==> config.mk <==
export PLATFORM = sky130hd
export DESIGN_NAME = can_frame_pdu_reassembler_top
export DESIGN_NICKNAME = d
export VERILOG_FILES = /design/src/rtl/core/cfpr_pkg.sv /design/src/rtl/core/cfpr_ram.sv /design/src/rtl/core/cfpr_emit.sv /design/src/rtl/core/can_frame_pdu_reassembler_top.sv
export SDC_FILE = /design/constraint.sdc
export NUM_CORES = 2
export LEC_CHECK = 0
export ABC_AREA = 1
export BUFFER_PORTS_ARGS = -buffer_cell sky130_fd_sc_hd__buf_2
export CORE_ASPECT_RATIO = 0.6
export CORE_MARGIN = 3
export CORE_UTILIZATION = 50
export DETAILED_ROUTE_END_ITERATION = 6
export PLACE_DENSITY = 0.77
export SKIP_LAST_GASP = 1
export SYNTH_ARGS = -nofsm -noshare
export SYNTH_HDL_FRONTEND = slang
export SYNTH_SLANG_ARGS = --single-unit
==> constraint.sdc <==
create_clock -name clk -period 10 [get_ports clk]
set_input_delay 2.5 -clock clk [delete_from_list [all_inputs] [get_ports clk]]
set_output_delay 2.5 -clock clk [all_outputs]
set_load 0.005 [all_outputs]
==> src/rtl/core/cfpr_pkg.sv <==
package cfpr_pkg;

  // Bytes carried by one result word
  localparam int CHUNK_BYTES = 8;

  // Result status codes
  localparam logic [1:0] STATUS_CHUNK    = 2'd0;
  localparam logic [1:0] STATUS_HEADER   = 2'd1;
  localparam logic [1:0] STATUS_OVERFLOW = 2'd2;

  // Frame type, identifier bits 10..8
  localparam logic [2:0] HDR_SINGLE = 3'b001;
  localparam logic [2:0] HDR_START  = 3'b011;
  localparam logic [2:0] HDR_CONT   = 3'b101;
  localparam logic [2:0] HDR_END    = 3'b111;

  // Request from the frame intake to the chunk emitter
  typedef struct packed {
    logic       go;
    logic [1:0] status;
    logic       bcast;
  } cfpr_cmd_t;

endpackage

==> src/rtl/core/cfpr_ram.sv <==
module cfpr_ram #(
  parameter int WIDTH = 8,
  parameter int DEPTH = 256,
  localparam int AW = $clog2(DEPTH)
) (
  input  logic             clk,
  input  logic             we,
  input  logic [AW-1:0]    waddr,
  input  logic [WIDTH-1:0] wdata,
  input  logic             re,
  input  logic [AW-1:0]    raddr,
  output logic [WIDTH-1:0] rdata
);

  logic [WIDTH-1:0] mem [DEPTH];

  // One write port, one registered read port
  always_ff @(posedge clk) begin
    if (we) begin
      mem[waddr] <= wdata;
    end
    if (re) begin
      rdata <= mem[raddr];
    end
  end

endmodule

==> src/rtl/core/cfpr_emit.sv <==
module cfpr_emit #(
  parameter int PDU_BYTES = 256,
  localparam int AW = $clog2(PDU_BYTES),
  localparam int FW = $clog2(PDU_BYTES + 1)
) (
  input  logic                clk,
  input  logic                rst,
  input  cfpr_pkg::cfpr_cmd_t cmd,
  input  logic [FW-1:0]       total,
  output logic                busy,
  output logic                rd_en,
  output logic [AW-1:0]       rd_addr,
  input  logic [7:0]          rd_data,
  output logic                out_valid,
  input  logic                out_stall,
  output logic [1:0]          status,
  output logic                is_broadcast,
  output logic [3:0]          chunk_valid,
  output logic [7:0]          bytes [cfpr_pkg::CHUNK_BYTES],
  output logic                last_chunk
);

  import cfpr_pkg::*;

  typedef enum logic [2:0] {
    E_IDLE = 3'b001,
    E_READ = 3'b010,
    E_PUSH = 3'b100
  } emit_state_t;

  emit_state_t state;
  logic [FW-1:0] pos;
  logic [FW-1:0] total_r;
  logic [3:0]    n;
  logic [3:0]    k;
  logic          cap_en;
  logic [2:0]    cap_idx;
  logic [1:0]    stat;
  logic          bcast;
  logic [7:0]    stage [CHUNK_BYTES];

  logic [FW-1:0] pos_adv;
  logic [FW-1:0] rem_adv;
  logic [3:0]    n_adv;
  logic [3:0]    n_first;
  logic          last_c;
  logic          load;

  // Next chunk position and size
  always_comb begin
    pos_adv = pos + FW'(n);
    rem_adv = total_r - pos_adv;
    n_adv   = (rem_adv > FW'(CHUNK_BYTES)) ? 4'(CHUNK_BYTES) : rem_adv[3:0];
    n_first = (total > FW'(CHUNK_BYTES)) ? 4'(CHUNK_BYTES) : total[3:0];
    last_c  = (stat != STATUS_CHUNK) || (pos_adv >= total_r);
    load    = (state == E_PUSH) && (!out_valid || !out_stall);
  end

  assign busy    = (state != E_IDLE);
  assign rd_en   = (state == E_READ) && (k < n);
  assign rd_addr = AW'(pos + FW'(k));

  // Walk the buffer one byte a cycle, then hand the chunk to the output word; error results skip the walk
  always_ff @(posedge clk) begin
    if (rst) begin
      state     <= E_IDLE;
      cap_en    <= 1'b0;
      out_valid <= 1'b0;
    end else begin
      if (load) begin
        out_valid <= 1'b1;
      end else if (!out_stall) begin
        out_valid <= 1'b0;
      end
      unique case (state)
        E_IDLE: begin
          if (cmd.go) begin
            stat    <= cmd.status;
            bcast   <= cmd.bcast;
            total_r <= total;
            pos     <= '0;
            k       <= '0;
            cap_en  <= 1'b0;
            for (int i = 0; i < CHUNK_BYTES; i++) begin
              stage[i] <= '0;
            end
            if (cmd.status == STATUS_CHUNK) begin
              n     <= n_first;
              state <= E_READ;
            end else begin
              n     <= '0;
              state <= E_PUSH;
            end
          end
        end
        E_READ: begin
          if (cap_en) begin
            stage[cap_idx] <= rd_data;
          end
          cap_en  <= (k < n);
          cap_idx <= k[2:0];
          if (k == n) begin
            state <= E_PUSH;
          end else begin
            k <= k + 4'd1;
          end
        end
        E_PUSH: begin
          if (load) begin
            status       <= stat;
            is_broadcast <= bcast;
            chunk_valid  <= n;
            bytes        <= stage;
            last_chunk   <= last_c;
            if (last_c) begin
              state <= E_IDLE;
            end else begin
              pos    <= pos_adv;
              n      <= n_adv;
              k      <= '0;
              cap_en <= 1'b0;
              for (int i = 0; i < CHUNK_BYTES; i++) begin
                stage[i] <= '0;
              end
              state <= E_READ;
            end
          end
        end
        default: state <= E_IDLE;
      endcase
    end
  end

endmodule

==> src/rtl/core/can_frame_pdu_reassembler_top.sv <==
// Frame intake: an accepted frame writes its bytes into the PDU buffer one a cycle, and
// further input is stalled until the write is done; dropped frames are not written.
// A completed PDU is read back one byte a cycle through the buffer read port, while
// input is stalled until the last chunk is in the output register.
// Errors give one result word.
// Reset (rst, synchronous) clears control state and sets slave_address to 1; no buffer clear.
module can_frame_pdu_reassembler_top #(
  parameter int PDU_BYTES = 256
) (
  input  logic        clk,
  input  logic        rst,
  input  logic        cfg_we,
  input  logic [7:0]  cfg_wdata,
  input  logic        in_valid,
  output logic        in_stall,
  input  logic [10:0] frame_id,
  input  logic [3:0]  frame_length,
  input  logic [7:0]  data_0,
  input  logic [7:0]  data_1,
  input  logic [7:0]  data_2,
  input  logic [7:0]  data_3,
  input  logic [7:0]  data_4,
  input  logic [7:0]  data_5,
  input  logic [7:0]  data_6,
  input  logic [7:0]  data_7,
  output logic        out_valid,
  input  logic        out_stall,
  output logic [1:0]  status,
  output logic        is_broadcast,
  output logic [3:0]  chunk_valid,
  output logic [7:0]  byte_0,
  output logic [7:0]  byte_1,
  output logic [7:0]  byte_2,
  output logic [7:0]  byte_3,
  output logic [7:0]  byte_4,
  output logic [7:0]  byte_5,
  output logic [7:0]  byte_6,
  output logic [7:0]  byte_7,
  output logic        last_chunk
);

  import cfpr_pkg::*;

  localparam int AW = $clog2(PDU_BYTES);
  localparam int FW = $clog2(PDU_BYTES + 1);

  typedef enum logic [1:0] {
    I_IDLE  = 2'b01,
    I_WRITE = 2'b10
  } intake_state_t;

  intake_state_t state;
  logic [7:0]    slave_address;
  logic          halted;
  logic [FW-1:0] fill_index;
  logic [7:0]    frame_bytes [CHUNK_BYTES];
  logic [FW-1:0] wr_base;
  logic [3:0]    wr_len;
  logic [3:0]    wr_cnt;
  logic          wr_complete;
  logic          wr_bcast;

  logic [7:0]    addr;
  logic [2:0]    hdr;
  logic          match;
  logic          bcast_c;
  logic [3:0]    len_c;
  logic          restart;
  logic          complete;
  logic          bad_hdr;
  logic [FW-1:0] base_c;
  logic [FW:0]   sum_c;
  logic          ovf;
  logic          in_take;
  logic          wr_done;
  logic [FW-1:0] fill_sum;

  cfpr_cmd_t     cmd;
  logic          emit_busy;
  logic          ram_we;
  logic [AW-1:0] ram_waddr;
  logic          ram_re;
  logic [AW-1:0] ram_raddr;
  logic [7:0]    ram_rdata;
  logic [7:0]    out_bytes [CHUNK_BYTES];

  // Decode the incoming frame
  always_comb begin
    addr     = frame_id[7:0];
    hdr      = frame_id[10:8];
    match    = frame_id[8] && ((addr == slave_address) || (addr == 8'd0));
    bcast_c  = (addr == 8'd0);
    len_c    = (frame_length > 4'd8) ? 4'd8 : frame_length;
    restart  = 1'b0;
    complete = 1'b0;
    bad_hdr  = 1'b0;
    unique case (hdr) inside
      HDR_SINGLE: begin
        restart  = 1'b1;
        complete = 1'b1;
      end
      HDR_START: restart = 1'b1;
      HDR_CONT:  restart = 1'b0;
      HDR_END:   complete = 1'b1;
      default:   bad_hdr = 1'b1;
    endcase
    base_c = restart ? '0 : fill_index;
    sum_c  = {1'b0, base_c} + (FW+1)'(len_c);
    ovf    = sum_c > (FW+1)'(PDU_BYTES);
  end

  assign in_stall = (state != I_IDLE) || emit_busy;
  assign in_take  = in_valid && !in_stall;
  assign wr_done  = (state == I_WRITE) && (wr_cnt == wr_len);
  assign fill_sum = wr_base + FW'(wr_len);

  // Request results: errors at accept, chunks when a PDU's last byte is written
  always_comb begin
    cmd = '0;
    if (in_take && !halted && match) begin
      if (bad_hdr) begin
        cmd.go     = 1'b1;
        cmd.status = STATUS_HEADER;
      end else if (ovf) begin
        cmd.go     = 1'b1;
        cmd.status = STATUS_OVERFLOW;
      end
    end else if (wr_done && wr_complete) begin
      cmd.go     = 1'b1;
      cmd.status = STATUS_CHUNK;
      cmd.bcast  = wr_bcast;
    end
  end

  assign ram_we    = (state == I_WRITE) && (wr_cnt < wr_len);
  assign ram_waddr = AW'(wr_base + FW'(wr_cnt));

  // Intake control: latch the frame, write its bytes, update the fill index
  always_ff @(posedge clk) begin
    if (rst) begin
      state         <= I_IDLE;
      slave_address <= 8'd1;
      halted        <= 1'b0;
      fill_index    <= '0;
    end else begin
      if (cfg_we) begin
        slave_address <= cfg_wdata;
      end
      unique case (state)
        I_IDLE: begin
          if (in_take && !halted && match) begin
            if (bad_hdr) begin
              halted <= 1'b1;
            end else if (ovf) begin
              fill_index <= '0;
            end else begin
              frame_bytes[0] <= data_0;
              frame_bytes[1] <= data_1;
              frame_bytes[2] <= data_2;
              frame_bytes[3] <= data_3;
              frame_bytes[4] <= data_4;
              frame_bytes[5] <= data_5;
              frame_bytes[6] <= data_6;
              frame_bytes[7] <= data_7;
              wr_base     <= base_c;
              wr_len      <= len_c;
              wr_cnt      <= '0;
              wr_complete <= complete;
              wr_bcast    <= bcast_c;
              state       <= I_WRITE;
            end
          end
        end
        I_WRITE: begin
          if (wr_done) begin
            fill_index <= fill_sum;
            state      <= I_IDLE;
          end else begin
            wr_cnt <= wr_cnt + 4'd1;
          end
        end
        default: state <= I_IDLE;
      endcase
    end
  end

  cfpr_ram #(
    .WIDTH (8),
    .DEPTH (PDU_BYTES)
  ) u_buf (
    .clk   (clk),
    .we    (ram_we),
    .waddr (ram_waddr),
    .wdata (frame_bytes[wr_cnt[2:0]]),
    .re    (ram_re),
    .raddr (ram_raddr),
    .rdata (ram_rdata)
  );

  cfpr_emit #(
    .PDU_BYTES (PDU_BYTES)
  ) u_emit (
    .clk          (clk),
    .rst          (rst),
    .cmd          (cmd),
    .total        (fill_sum),
    .busy         (emit_busy),
    .rd_en        (ram_re),
    .rd_addr      (ram_raddr),
    .rd_data      (ram_rdata),
    .out_valid    (out_valid),
    .out_stall    (out_stall),
    .status       (status),
    .is_broadcast (is_broadcast),
    .chunk_valid  (chunk_valid),
    .bytes        (out_bytes),
    .last_chunk   (last_chunk)
  );

  assign byte_0 = out_bytes[0];
  assign byte_1 = out_bytes[1];
  assign byte_2 = out_bytes[2];
  assign byte_3 = out_bytes[3];
  assign byte_4 = out_bytes[4];
  assign byte_5 = out_bytes[5];
  assign byte_6 = out_bytes[6];
  assign byte_7 = out_bytes[7];

endmodule
# Word level (Yosys, flattened, before mapping)
# Memory sizes are Yosys's and may differ from the RTL's. A register that Yosys moved wholly into a read port is not among the register bits.
# Index checks and enable logic that the tools add are counted.
# Widths: inputs -> output; s select.
dict set report totals {
  mem_count 2
  wordCells 199
  out_inout_bits 74
  mem_bits_rw 2112
  inputBits 92
  regBits 212
}
dict set report op_classes {
  n_lt_le_gt_ge 9
  n_mux 68
  n_reduce_logical 41
  eq_ne 27
  bitwise 5
  addsub 8
}
# name words word_bits read_ports rd_ports_with_merged_regs write_ports line
set memory_table {}
lappend memory_table {u_buf.mem 256 8 1 1 1 cfpr_ram.sv:15} ;# logic [WIDTH-1:0] mem [DEPTH];
lappend memory_table {frame_bytes 8 8 1 1 8 can_frame_pdu_reassembler_top.sv:56} ;# logic [7:0] frame_bytes [CHUNK_BYTES];
# operator n
set op_table {}
lappend op_table {{$mux 64} 4}
lappend op_table {{$pmux 64 s3} 1}
lappend op_table {{$mux 9} 8}
lappend op_table {{$bwmux 64} 1}
lappend op_table {{$mux 4} 16}
lappend op_table {{$pmux 9 s2} 2}
lappend op_table {{$demux 8 s3} 1}
lappend op_table {{$mux 3} 8}
lappend op_table {{$ne 2x2->1 const B} 10}
lappend op_table {{$add 9x4->9} 2}
lappend op_table {{$gt 9x4->1 const B} 2}
lappend op_table {{$reduce_and 6->1} 3}
lappend op_table {{$add 8x4->8} 2}
lappend op_table {{$pmux 4 s2} 2}
lappend op_table {{$mux 1} 15}
lappend op_table {{$reduce_and 5->1} 3}
lappend op_table {{$pmux 4 s3} 1}
lappend op_table {{$reduce_and 3->1} 4}
lappend op_table {{$add 9x4->10} 1}
lappend op_table {{$gt 10x9->1 const B} 1}
lappend op_table {{$logic_and 1x1->1} 10}
lappend op_table {{$mux 2} 5}
lappend op_table {{$eq 3x3->1 const B} 3}
lappend op_table {{$ge 9x9->1} 1}
lappend op_table {{30 further kinds} 52}

# Longest topological paths before layout
dict set report logic_depth {
  word_depth 13
  depth_mapped 22
  mapped_depth_nobuf 22
}

# By module
# Synthesis repeated with hierarchy kept, for this count alone.
dict set report hier_totals {
  hier_cells 8173
  hier_area_um2 96125.9
}
# mod cells_per_inst area_per_inst_um2 n_inst seq_area_each_um2
set by_module_without_submodules {}
lappend by_module_without_submodules {cfpr_ram 7003 83476.3 1 61739.2}
lappend by_module_without_submodules {cfpr_emit 650 7607.3 1 5144.9}
lappend by_module_without_submodules {can_frame_pdu_reassembler_top 520 5042.3 1 2952.8}

# Worst setup path before layout
# No wires, ideal clock.
dict set report synth_path {
  path_type {input to register}
  startpoint {input port frame_id[10]}
  endpoint {memory frame_bytes[0][0] (enable)}
  path_slack_ns -0.775
  n_path_buf 0
  stages 16
  t_arrival_ns 10.132
  setup_ns 0.644
  path_cell_list {inv_1 > nand2_1 > inv_1 > nor2_1 > ha_1 > inv_1 > fa_1 > inv_1 > nand3_1 > nand2_1 > nand2_1 > nand2_1 > nand3_1 > nand2_1 > nand2_1 > nor4_1}
}
# item line
set synth_lines {}
lappend synth_lines {{start: declaration} can_frame_pdu_reassembler_top.sv:16} ;# input logic [10:0] frame_id,
lappend synth_lines {{end: declaration} can_frame_pdu_reassembler_top.sv:56}

# Worst setup path after layout
dict set report layout_path {
  startpoint {input port frame_id[10]}
  endpoint {register u_emit.stage[17] (netlist bit) (enable)}
}
dict set report layout_between {
  elab_chain_len 11
}
# item line
set layout_lines {}
lappend layout_lines {{$eq 3x1->1 (no source line) / $eq 3x2->1 (equally long branches)} --}
lappend layout_lines {{$reduce_or 2->1 (no source line) (*)} --}
lappend layout_lines {{$mux 1 (*)} can_frame_pdu_reassembler_top.sv:97} ;# unique case (hdr) inside
lappend layout_lines {{$mux 9 (*)} can_frame_pdu_reassembler_top.sv:107} ;# base_c = restart ? '0 : fill_index;
lappend layout_lines {{named net base_c[0]} can_frame_pdu_reassembler_top.sv:71} ;# logic [FW-1:0] base_c;
lappend layout_lines {{$add 9x4->10 (*)} can_frame_pdu_reassembler_top.sv:108} ;# sum_c = {1'b0, base_c} + (FW+1)'(len_c);
lappend layout_lines {{$gt 10x9->1 (*)} can_frame_pdu_reassembler_top.sv:109} ;# ovf = sum_c > (FW+1)'(PDU_BYTES);
lappend layout_lines {{$mux 3 (*)} can_frame_pdu_reassembler_top.sv:124} ;# end else if (ovf) begin
lappend layout_lines {{$mux 3 (*)} can_frame_pdu_reassembler_top.sv:121} ;# if (bad_hdr) begin
lappend layout_lines {{$mux 3 (*)} can_frame_pdu_reassembler_top.sv:120} ;# if (in_take && !halted && match) begin
lappend layout_lines {{$ne 2x2->1 (no source line) (*)} --}
lappend layout_lines {{$reduce_and 6->1 (no source line) (*)} --}
lappend layout_lines {{end signal: indexed assignment} cfpr_emit.sv:98} ;# stage[cap_idx] <= rd_data;
lappend layout_lines {{end: declaration} cfpr_emit.sv:40} ;# logic [7:0] stage [CHUNK_BYTES];
# Mark *: on every way through the listed nets, which the timed path passes. The rest lies on a longest branch.
# A chain may end at the register's enable or synchronous reset.

==> flow_summary_export.csv <==
group,metric,value,unit
worst_hold_path,hold_path_class,"reg2reg",
clocking,cts-root-buf,"clkbuf_16",
setup_path,cp.required,10460,ps
cells_and_area,final_core_util,55.5,%
clocking,clkTransAtPathRegs,70,ps
grt,grt_pass1_vias,61300,
power_and_ir_drop,comb_power_share,11.5,%
cells_and_area,n_fill_cell,14900,
setup_path,path_class,"in2reg",
route,drcViolationCount,1,
grt,grt_max_degree,237,
timing,relSlewSlack,16.3,%
power_and_ir_drop,power,20.6,mW
route,wirelength,248,mm
clocking,holdBufCountCts,0,
power_and_ir_drop,leakagePower,36.4,nW
clocking,cts_tree,"yes",
place,hpwlAfterDp,136,mm
synthesis,yosysWarnings,0,
run_status,violations,"design-rule violations",
setup_path,critPathCaptureType,"register",
cells_and_area,final_common_cell,"edfxtp_1",
timing,holdWs,428,ps
power_and_ir_drop,p_sw_share,25.5,%
setup_path,cpMaxStageDelayCell,"buf_4",
synthesis,synth_cell_types,41,
setup_path,cp.arrival,6220,ps
clocking,clkSinkCount,2335,
power_and_ir_drop,clock_power_share,36.7,%
worst_hold_path,worstHoldPathCells,0,
die,die_area,0.197,mm²
place,gp_congestion,0.870,
setup_path,max_stage_delay,640,ps
clocking,h-tree-depth,4,
die,fp.dieW,571,µm
run,cap_violations,0,
setup_path,crit_path_frequent_cell,"nand2_1",
setup_path,critPathLaunchType,"input port",
die,placement_rows,123,
route,drt_iter0_drc,10300,
grt,antenna_found_initial,6,
grt,grt_pass1_wl,372,mm
die,ios,166,
timing,setup_slack,4240,ps
setup_path,crit_family,"simple AND/OR/NAND/NOR gates",
die,start_util,50.7,%
place,post_dp_cell_area,0.0989,mm²
synthesis,postSynthCellCount,8135,
timing,clock_skew,57.3,ps
place,dp_slack,3510,ps
cells_and_area,final_cell_area,0.105,mm²
synthesis,syn_nets,8272,
power_and_ir_drop,power_density,196,mW/mm²
setup_path,path_buf_inv,7,
cells_and_area,instances_no_fill,10700,
worst_hold_path,min_from,"u_emit.stage[10]$_SDFFCE_PN0P_",
cells_and_area,layout_common_cells,"edfxtp_1, nand2_1, nand3_1",
clocking,post_cts.repair.setup_buffers,0,
clocking,clk_latency,840,ps
cells_and_area,fin_nets,8210,
route,antenna_left,0,
place,portBuffers,165,
route,vias_per_cell,6.01,
timing,timing.fmax,174,MHz
synthesis,ys_seq_area_share,72.8,%
power_and_ir_drop,peakVddDrop,0.141,mV
timing,fin_tns_setup,0,ps
synthesis,synth_seq_cells,2335,
grt,grt_use_total,24.4,%
clocking,cts_max_path_buffers,4,
clocking,cts_buffers,199,
clocking,cts-resized-gates,0,
setup_path,r2r_slack,4540,ps
synthesis,syn_area,0.0959,mm²
worst_hold_path,holdPathEnd,"u_emit.bytes[10]$_DFFE_PP_",
cells_and_area,syn_to_final_growth,9.50,%
power_and_ir_drop,seq_power_share,51.8,%
die,core_area,0.189,mm²
grt,grt_overflow,0,
synthesis,avgSynthCellArea,11.8,µm²
route,vias,64500,
cells_and_area,drive_gt1_share,6.81,%
timing,rsz0062_at_grt,"false",
timing,finalSetupViolations,0,
setup_path,r2r-start,"u_emit.k[0]$_SDFFCE_PN0P_",
power_and_ir_drop,power.internal,15.3,mW
setup_path,reg2reg_to,"u_buf.rdata[0]$_DFFE_PP_",
timing,fin_crit_sh,57.6,%
die,die_h,345,µm
setup_path,path_cells,"buf_2 -> inv_1 -> nand2_1 -> inv_1 -> nor2_1 -> ha_1 -> inv_1 -> fa_1 -> inv_1 -> nand3_1 -> nand2_1 -> nand2_1 -> nand2_1 -> nand2_1 -> inv_1 -> nand2_1 -> nand2_1 -> nand2_1 -> nand3_1 -> nand3_1 -> nor2_4 -> buf_4",
run_status,status,"finished, violations left",
timing,min_period,5760,ps
timing,worstMarginPinSlew,1260,ps
power_and_ir_drop,p_sw,5.24,mW
route,drtPass1Iterations,7,
setup_path,crit_path_max_fanout,62,
place,dp.cells,10400,
route,wire_per_inst,23.1,µm
timing,drv_slew,0,
timing,hold_viol_final,0,
setup_path,worstRegToRegCells,14,
==> synth_stat cells (all sizes together) <==
master	count	area (µm²)
edfxtp	2307	69300
nand2	1820	6840
nand3	1049	5250
nor2	854	3210
o21ai	676	3390
clkbuf	350	1310
inv	308	1170
a21oi	225	1140
o22ai	217	1360
buf	154	717
ha	39	488
dfxtp	28	561
nand4	27	409
xor2	26	303
nor3	11	55.1
a31oi	10	62.6
xnor2	7	61.3
fa	6	120
o21bai	4	30.0
or2	4	25.0
nor4	3	18.8
a211oi	2	15.0
nand3b	2	15.0
a21boi	1	7.51
a21o	1	7.51
clkinv	1	3.75
conb	1	3.75
o211ai	1	7.51
o31ai	1	7.51
==> logic make-up (layout without fill, tap and decap cells) <==
family / Yosys count / count (layout) / share of synthesized area (%)
adder cells (fa/ha/maj): 45 / 45 / 0.634
buffers and inverters: 813 / 900 / 3.34
AND/OR/NAND/NOR: 3770 / 3770 / 16.5
other: 1 / 10 / 0.00391
AO/OA/AOI/OAI: 1138 / 1138 / 6.29
XOR/XNOR: 33 / 33 / 0.380
flip-flops: 2335 / 2335 / 72.8
==> power groups by stage <==
stage          clock network (mW)  registers, mW  logic, mW
4_1_cts                      7.56           10.6       2.29
2_1_floorplan                   0           10.9       1.51
3_5_place_dp                    0           10.9       2.27
6_report                     7.54           10.6       2.37
5_1_grt                      7.96           10.6       2.56
3_3_place_gp                    0           10.9       2.21
==> cell type report <==
| class | instances | area (µm²) | share of cell area [%] |
|---|---|---|---|
| flip-flops and latches | 2335 | 69800 | 66.5 |
| multi-input cells | 4987 | 23100 | 22.0 |
| clock buffers | 256 | 5250 | 5.00 |
| well taps | 2500 | 3130 | 2.98 |
| repair buffers | 241 | 1620 | 1.54 |
| inverters | 309 | 1200 | 1.15 |
| clock inverters | 94 | 837 | 0.797 |
| diodes | 9 | 22.5 | 0.0215 |
==> flip-flops by register name (all words and copies together) (netlist names), 3 cells and up, named ones only <==
| register | flops |
|---|---|
| u_buf.mem | 2048 |
| frame_bytes | 64 |
| u_emit.bytes | 64 |
| u_emit.stage | 64 |
| fill_index | 9 |
| u_emit.pos | 9 |
| u_emit.total_r | 9 |
| wr_base | 9 |
| slave_address | 8 |
| u_buf.rdata | 8 |
| u_emit.chunk_valid | 4 |
| u_emit.k | 4 |
| u_emit.n | 4 |
| wr_cnt | 4 |
| wr_len | 4 |
| u_emit.cap_idx | 3 |
| u_emit.state | 3 |
==> worst max path at each step <==
stage                 start                        endpoint  depth (start not counted)
6_report       frame_id[10]  u_emit.stage[17]$_SDFFCE_PN0P_                         22
3_3_place_gp   frame_id[10]  u_emit.stage[30]$_SDFFCE_PN0P_                         22
3_5_place_dp   frame_id[10]  u_emit.stage[30]$_SDFFCE_PN0P_                         22
4_1_cts        frame_id[10]  u_emit.stage[36]$_SDFFCE_PN0P_                         22
2_1_floorplan      register       u_buf.mem[0][5]$_DFFE_PP_                          5
5_1_grt        frame_id[10]  u_emit.stage[56]$_SDFFCE_PN0P_                         22
==> metal layers <==
metal / global-route usage, % / vias to the layer above / routed length, µm
li1: - / 28600 / -
met1: 35.7 / 31000 / 96900
met2: 34.7 / 4333 / 106000
met3: 8.13 / 478 / 37600
met4: 7.12 / 2 / 7000
met5: 0 / - / 7
(Power assumes the default switching activity.)
